--- src/rtl/core/b64d_pkg.sv ---
// Shared types, constants and the character decode function of the base64 decoder.
`default_nettype none

package b64d_pkg;

    localparam logic [7:0] CHAR_PAD    = 8'h3D;  // '='
    localparam logic [7:0] CHAR_PLUS   = 8'h2B;  // '+'
    localparam logic [7:0] CHAR_SLASH  = 8'h2F;  // '/'
    localparam logic [7:0] CHAR_UPPER_A = 8'h41;
    localparam logic [7:0] CHAR_UPPER_Z = 8'h5A;
    localparam logic [7:0] CHAR_LOWER_A = 8'h61;
    localparam logic [7:0] CHAR_LOWER_Z = 8'h7A;
    localparam logic [7:0] CHAR_DIGIT_0 = 8'h30;
    localparam logic [7:0] CHAR_DIGIT_9 = 8'h39;

    localparam logic [5:0] SEXTET_LOWER_BASE = 6'd26;
    localparam logic [5:0] SEXTET_DIGIT_BASE = 6'd52;
    localparam logic [5:0] SEXTET_PLUS       = 6'd62;
    localparam logic [5:0] SEXTET_SLASH      = 6'd63;

    typedef struct packed {
        logic       kept;   // a symbol or the pad character
        logic       pad;
        logic [5:0] value;  // zero for the pad character
    } char_info_t;

    // Up to three decoded bytes and an optional end-of-message result.
    typedef struct packed {
        logic [2:0][7:0] bytes;
        logic [1:0]      nbytes;
        logic            endm;
        logic            bad;
    } bundle_t;

    function automatic char_info_t decode_char(input logic [7:0] ch);
        char_info_t info;
        logic [7:0] offs;
        info = '0;
        offs = '0;
        case (ch) inside
            [CHAR_UPPER_A:CHAR_UPPER_Z]:
            begin
                offs = ch - CHAR_UPPER_A;
                info.kept = 1'b1;
                info.value = offs[5:0];
            end
            [CHAR_LOWER_A:CHAR_LOWER_Z]:
            begin
                offs = ch - CHAR_LOWER_A;
                info.kept = 1'b1;
                info.value = offs[5:0] + SEXTET_LOWER_BASE;
            end
            [CHAR_DIGIT_0:CHAR_DIGIT_9]:
            begin
                offs = ch - CHAR_DIGIT_0;
                info.kept = 1'b1;
                info.value = offs[5:0] + SEXTET_DIGIT_BASE;
            end
            CHAR_PLUS:
            begin
                info.kept = 1'b1;
                info.value = SEXTET_PLUS;
            end
            CHAR_SLASH:
            begin
                info.kept = 1'b1;
                info.value = SEXTET_SLASH;
            end
            CHAR_PAD:
            begin
                info.kept = 1'b1;
                info.pad = 1'b1;
            end
            default:
            begin
                info = '0;
            end
        endcase
        return info;
    endfunction

endpackage

`default_nettype wire

--- src/rtl/core/b64d_group.sv ---
// Group assembly: holds the partial group and builds the results of one character.
`default_nettype none

module b64d_group (
    input  wire logic             clk,
    input  wire logic             rst_n,
    input  wire logic             in_valid,
    output logic                  in_stall,
    input  wire logic [7:0]       char_in,
    input  wire logic             end_of_text,
    input  wire logic             bun_ready,
    output logic                  bun_valid,
    output b64d_pkg::bundle_t     bun
);

    logic [1:0]      fill_reg, fill_next;
    logic [2:0][5:0] sext_reg, sext_next;
    logic [2:0]      pad_reg, pad_next;
    logic            err_reg, err_next;

    b64d_pkg::char_info_t info;
    logic                 accept;
    logic                 err_grp;

    assign in_stall = !bun_ready;
    assign accept   = in_valid && bun_ready;
    assign info     = b64d_pkg::decode_char(char_in);

    always_comb
    begin
        fill_next = fill_reg;
        sext_next = sext_reg;
        pad_next  = pad_reg;
        err_grp   = err_reg;
        bun       = '0;

        bun.bytes[0] = {sext_reg[0], sext_reg[1][5:4]};
        bun.bytes[1] = {sext_reg[1][3:0], sext_reg[2][5:2]};
        bun.bytes[2] = {sext_reg[2][1:0], info.value};

        if (info.kept)
        begin
            if (fill_reg != 2'd3)
            begin
                sext_next[fill_reg] = info.value;
                pad_next[fill_reg]  = info.pad;
                fill_next           = fill_reg + 2'd1;
            end
            else
            begin
                // The fourth character completes the group.
                err_grp = err_reg | pad_reg[0] | pad_reg[1];
                if (!err_grp)
                begin
                    if (pad_reg[2])
                        bun.nbytes = 2'd1;
                    else if (info.pad)
                        bun.nbytes = 2'd2;
                    else
                        bun.nbytes = 2'd3;
                end
                fill_next = '0;
                sext_next = '0;
                pad_next  = '0;
            end
        end

        err_next = err_grp;
        if (end_of_text)
        begin
            bun.endm  = 1'b1;
            bun.bad   = err_grp;
            fill_next = '0;
            sext_next = '0;
            pad_next  = '0;
            err_next  = 1'b0;
        end
    end

    assign bun_valid = accept && (bun.endm || (bun.nbytes != 2'd0));

    always_ff @(posedge clk or negedge rst_n)
    begin
        if (!rst_n)
        begin
            fill_reg <= '0;
            sext_reg <= '0;
            pad_reg  <= '0;
            err_reg  <= 1'b0;
        end
        else if (accept)
        begin
            fill_reg <= fill_next;
            sext_reg <= sext_next;
            pad_reg  <= pad_next;
            err_reg  <= err_next;
        end
    end

endmodule

`default_nettype wire

--- src/rtl/core/b64d_emit.sv ---
// Result buffer, output register: sends a character's results one per unstalled cycle.
`default_nettype none

module b64d_emit (
    input  wire logic              clk,
    input  wire logic              rst_n,
    input  wire logic              bun_valid,
    input  wire b64d_pkg::bundle_t bun,
    output logic                   bun_ready,
    output logic                   out_valid,
    input  wire logic              out_stall,
    output logic [7:0]             out_byte,
    output logic                   end_mark,
    output logic                   bad_input,
    output logic                   last
);

    b64d_pkg::bundle_t bnd_reg;
    logic              bnd_valid_reg;
    logic [1:0]        idx_reg;

    logic              out_valid_reg;
    logic [7:0]        byte_reg;
    logic              endm_reg;
    logic              bad_reg;
    logic              last_reg;

    logic [2:0]        total;
    logic [2:0]        idx_plus;
    logic              cur_final;
    logic              cur_end;
    logic [7:0]        cur_byte;
    logic              out_load;

    assign total     = {1'b0, bnd_reg.nbytes} + {2'b00, bnd_reg.endm};
    assign idx_plus  = {1'b0, idx_reg} + 3'd1;
    assign cur_final = (idx_plus == total);
    assign cur_end   = (idx_reg == bnd_reg.nbytes);

    always_comb
    begin
        case (idx_reg)
            2'd0:    cur_byte = bnd_reg.bytes[0];
            2'd1:    cur_byte = bnd_reg.bytes[1];
            2'd2:    cur_byte = bnd_reg.bytes[2];
            default: cur_byte = '0;
        endcase
        if (cur_end)
            cur_byte = '0;
    end

    assign out_load  = bnd_valid_reg && (!out_valid_reg || !out_stall);
    // A new bundle may enter in the cycle the last result of the old one leaves.
    assign bun_ready = !bnd_valid_reg || (out_load && cur_final);

    always_ff @(posedge clk or negedge rst_n)
    begin
        if (!rst_n)
        begin
            bnd_valid_reg <= 1'b0;
            idx_reg       <= '0;
        end
        else if (bun_valid)
        begin
            bnd_valid_reg <= 1'b1;
            idx_reg       <= '0;
        end
        else if (out_load)
        begin
            if (cur_final)
                bnd_valid_reg <= 1'b0;
            else
                idx_reg <= idx_plus[1:0];
        end
    end

    always_ff @(posedge clk)
    begin
        if (bun_valid)
            bnd_reg <= bun;
    end

    always_ff @(posedge clk or negedge rst_n)
    begin
        if (!rst_n)
            out_valid_reg <= 1'b0;
        else if (out_load)
            out_valid_reg <= 1'b1;
        else if (!out_stall)
            out_valid_reg <= 1'b0;
    end

    always_ff @(posedge clk)
    begin
        if (out_load)
        begin
            byte_reg <= cur_byte;
            endm_reg <= cur_end;
            bad_reg  <= cur_end && bnd_reg.bad;
            last_reg <= cur_final;
        end
    end

    assign out_valid = out_valid_reg;
    assign out_byte  = byte_reg;
    assign end_mark  = endm_reg;
    assign bad_input = bad_reg;
    assign last      = last_reg;

    a_idx_in_range: assert property (@(posedge clk) disable iff (!rst_n)
        bnd_valid_reg |-> ({1'b0, idx_reg} < total))
        else $error("result index beyond the buffered results");

    a_end_is_last: assert property (@(posedge clk) disable iff (!rst_n)
        (out_valid_reg && endm_reg) |-> (last_reg && (byte_reg == 8'd0)))
        else $error("end result is not the final, zero-byte result");

    a_bad_on_end: assert property (@(posedge clk) disable iff (!rst_n)
        (out_valid_reg && bad_reg) |-> endm_reg)
        else $error("error status on a byte result");

    a_no_overwrite: assert property (@(posedge clk) disable iff (!rst_n)
        bun_valid |-> (!bnd_valid_reg || (out_load && cur_final)))
        else $error("bundle overwritten before all its results left");

endmodule

`default_nettype wire

--- src/rtl/core/base64_stream_decoder.sv ---
// Top level of the streaming base64 decoder.
`default_nettype none

// Takes one text character per transfer and returns decoded bytes and, at the
// end of each message, one end result with the error status. A character that
// causes no result, or only one, is taken every cycle while the output is not
// stalled. A character that causes n results (a completed group gives one to
// three bytes, the end of a message adds one) holds the result buffer until all
// have left, since the output register sends one result per cycle; the next
// character is taken in the cycle that the last of them moves to the output
// register. Results pass through the result buffer, then the output register.
module base64_stream_decoder (
    input  wire logic       clk,
    input  wire logic       rst_n,
    input  wire logic       in_valid,
    output logic            in_stall,
    input  wire logic [7:0] char_in,
    input  wire logic       end_of_text,
    output logic            out_valid,
    input  wire logic       out_stall,
    output logic [7:0]      out_byte,
    output logic            end_mark,
    output logic            bad_input,
    output logic            last
);

    logic              bun_ready;
    logic              bun_valid;
    b64d_pkg::bundle_t bun;

    b64d_group u_group (
        .clk         (clk),
        .rst_n       (rst_n),
        .in_valid    (in_valid),
        .in_stall    (in_stall),
        .char_in     (char_in),
        .end_of_text (end_of_text),
        .bun_ready   (bun_ready),
        .bun_valid   (bun_valid),
        .bun         (bun)
    );

    b64d_emit u_emit (
        .clk       (clk),
        .rst_n     (rst_n),
        .bun_valid (bun_valid),
        .bun       (bun),
        .bun_ready (bun_ready),
        .out_valid (out_valid),
        .out_stall (out_stall),
        .out_byte  (out_byte),
        .end_mark  (end_mark),
        .bad_input (bad_input),
        .last      (last)
    );

endmodule

`default_nettype wire
--- config.mk ---
export PLATFORM = sky130hd
export DESIGN_NAME = base64_stream_decoder
export DESIGN_NICKNAME = d
export VERILOG_FILES = /design/src/rtl/core/b64d_pkg.sv /design/src/rtl/core/b64d_group.sv /design/src/rtl/core/b64d_emit.sv /design/src/rtl/core/base64_stream_decoder.sv
export SDC_FILE = /design/constraint.sdc
export NUM_CORES = 1
export LEC_CHECK = 0
export BUFFER_PORTS_ARGS = -buffer_cell sky130_fd_sc_hd__buf_2
export CAP_MARGIN = 10
export CORE_MARGIN = 3
export CORE_UTILIZATION = 60
export CTS_CLUSTER_SIZE = 40
export DETAILED_ROUTE_END_ITERATION = 12
export GPL_TIMING_DRIVEN = 0
export PLACE_DENSITY = 0.81
export SLEW_MARGIN = 10
export SYNTH_ARGS = -nofsm -noshare
export SYNTH_HDL_FRONTEND = slang
export SYNTH_HIERARCHICAL = 1
export SYNTH_SLANG_ARGS = --single-unit
--- constraint.sdc ---
create_clock -name clk -period 8.7 [get_ports clk]
set_input_delay 0.435 -clock clk [delete_from_list [all_inputs] [get_ports clk]]
set_output_delay 0.435 -clock clk [all_outputs]
set_load 0.005 [all_outputs]
==> metrics.txt <==
Worst Tran Pin Value=0.657 ns; 1st-iter DRT viols=170; H-tree Lvls=3; CTS clk-pin slew, worst paths=0.07 ns; status=finished, final reports clean; Clock Tree Buf Depth=2; routed vias/inst=6.26; area share of the largest cell type after synthesis=32.8%; largest net degree at the start of global routing=29; CP Capture Point=u_emit/bnd_reg[17]; syn_nets=324; Total GRT Usage=22.4%; worst-skew pair later-pin latency=0.33 ns; Antenna Nets Post-Route=0; Cell Rows=27; Startpoint Class=input port; Tmin final=3.33 ns; Buffers on Ports=24; GP Congestion=0.901; setup TNS=0 ns; P&R area growth vs syn=12.9%; effective utilization at floorplan=63.4%; synth top area cells=edfxtp_1 33%, dfrtp_1 20%, ha_1 6.7%; CTS Root Cell=clkbuf_8; drt wl/cell=18.2 µm; #FFs+latches synth=67; post-CTS resize count=0; layout cells sized above 1=22.4%; period utilisation layout=38.3%; die height=83.2 µm; DRC=0; Die Span X=83.2 µm; area leader, netlist=edfxtp_1; worst rel slew slack=56.2%; dominant synthesized flop cell=edfxtp_1; clk_skew=0.00443 ns; Largest register FFs=28; Cells after Synth=292; register area share after synthesis=52.4%; TritonCTS Buffers=9; Critical Path Source=char_in[2]; Synth cell types=70; Fill cells=388; final core utilization=71.5%; ant diodes=0; asr flop ratio synth=41.8%; via count=2547; vias in the first global route=2512; CP Capture Type=register; kind of critical path=input port to register; Netlist Area Pre-Place=3570 µm²; post-CTS setup buffers=0; WL final=7390 µm; initial antenna violation count=0; Pre-antenna DRT Iters=5; Fin. Hold Viols=0; Hold Crit Class=input port to asynchronous set/reset pin; reg-to-reg startpoint=u_emit/idx_reg[0]; Worst EP required=8.74 ns; Post-Syn Area per Cell=12.2 µm²; first-pass GRT wire length=12200 µm; Final setup viols=0; Final #Nets=362; top-level port count=26; R2R depth=11; worst-path maximum fanout=14; Die ar.=6920 µm²; DP Wirelength=5330 µm; YS warnings=6; R2R Path End=u_emit/bnd_reg[17]; total clock sinks=67; GRT overflow=0; overall power=1080 µW; flop-to-flop setup slack=5.43 ns; Max VDD drop=174 µV; PwrDens=268 nW/µm²; RSZ-0062 raised after global routing=false; CTS tree=done; maximum clock rate=0.300 GHz; final slew viol count=0; Worst Hold Margin=0.123 ns; Pleak=0.00169 µW; number of max-cap violations=0; post-cts hold buffer count=0; Post-synth EDFFs=39; CP arrival=3.37 ns; Core Area=5640 µm²
-- Yosys cell counts (3+ instances only) --
master / number
a22o_1: 7
o2bb2ai_1: 8
nor3_1: 6
nor2_1: 18
dfrtp_1: 28
o311ai_0: 5
xnor2_1: 4
buf_1: 3
o21ai_1: 7
xor2_1: 7
ha_1: 19
o21ai_0: 3
nand3_1: 8
a222oi_1: 8
or2_2: 3
nand2_1: 18
nand4_1: 4
inv_1: 17
edfxtp_1: 39
and2_1: 5
nor2b_1: 4
a22oi_1: 3
and3_1: 3
buf_6: 3
a31oi_1: 3
-- cell usage in the layout, fill, tap and decap left out, drive strengths merged, types with 5 or more instances in the layout --
| cell type | Yosys | layout |
|---|---|---|
| xor2 | 7 | 7 |
| and2 | 5 | 5 |
| o21ai | 12 | 12 |
| a222oi | 8 | 8 |
| edfxtp | 39 | 39 |
| buf | 9 | 36 |
| nor2 | 18 | 18 |
| clkbuf | 1 | 15 |
| xnor2 | 5 | 5 |
| or2 | 5 | 5 |
| nand3 | 8 | 8 |
| nand2 | 19 | 19 |
| a22o | 8 | 8 |
| o311ai | 5 | 5 |
| dfrtp | 28 | 28 |
| inv | 17 | 17 |
| ha | 19 | 19 |
| o2bb2ai | 8 | 8 |
| nor3 | 6 | 6 |
| nand4 | 6 | 6 |
-- metal layers --
metal	vias up	track usage (%)	routed length, µm
li1	1191	-	-
met4	0	10.5	163
met1	1251	26.6	3030
met5	-	0	0
met2	90	38.9	3850
met3	15	4.46	348
-- power breakdown --
group          leakage (µW)  switching [µW]  total (µW)  internal [µW]
Clock              0.000107             113         259            146
Combinational      0.000833             214         361            147
Sequential         0.000752            33.6         463            429
-- cell type report --
type | count | area [µm²] | share of cell area (%)
plain buffers | 10 | 68.8 | 1.71
flip-flops and latches | 67 | 1870 | 46.4
inverters | 17 | 63.8 | 1.58
clock buffers | 14 | 195 | 4.84
clock inverters | 2 | 13.8 | 0.341
repair buffers | 27 | 150 | 3.72
multi-input cells | 198 | 1580 | 39.2
well taps | 72 | 90.1 | 2.23
-- cells by family after synthesis --
kind of cell,Yosys count,share of synthesized area (%)
adders and majority gates,19,6.65
AOI/OAI and AO/OA,72,18.3
muxes,3,0.910
buffers and inverters,27,3.71
xor gates and xnor gates,12,3.15
and+or+nand+nor,92,14.9
DFF,67,52.4
-- per-stage QoR --
stage | cells | worst slack [ns] | instance area (µm²)
floorplan | 292 | 4.20 | 3570
global placement | 388 | 3.29 | 3780
detailed placement | 391 | 5.05 | 3830
CTS | 407 | 5.39 | 4040
global route | 407 | 5.16 | 4040
finish | 407 | 5.37 | 4040
-- worst max-delay path, stage by stage --
cell and delay, ns:
buf_2 0.12, buf_6 0.14, inv_1 0.15, ha_1 0.30, nand2_1 0.11, or2_1 0.26
a311oi_4 0.36, or3_1 0.18, buf_6 0.15, nand2_4 0.08, o41ai_4 0.61, buf_6 0.26
buf_6 0.20
-- worst min path at each step --
stage                               start                    to  slack [ns]
after global routing                rst_n  u_emit/bnd_valid_reg        0.16
after floorplan                     rst_n  u_emit/bnd_valid_reg        0.14
after detailed placement   u_group/bun[5]     u_emit/bnd_reg[5]        0.44
final                               rst_n      u_emit/out_valid        0.12
after CTS                           rst_n      u_emit/out_valid        0.13
after global placement    u_group/bun[17]    u_emit/bnd_reg[17]        0.43
(Power assumes the default switching activity.)
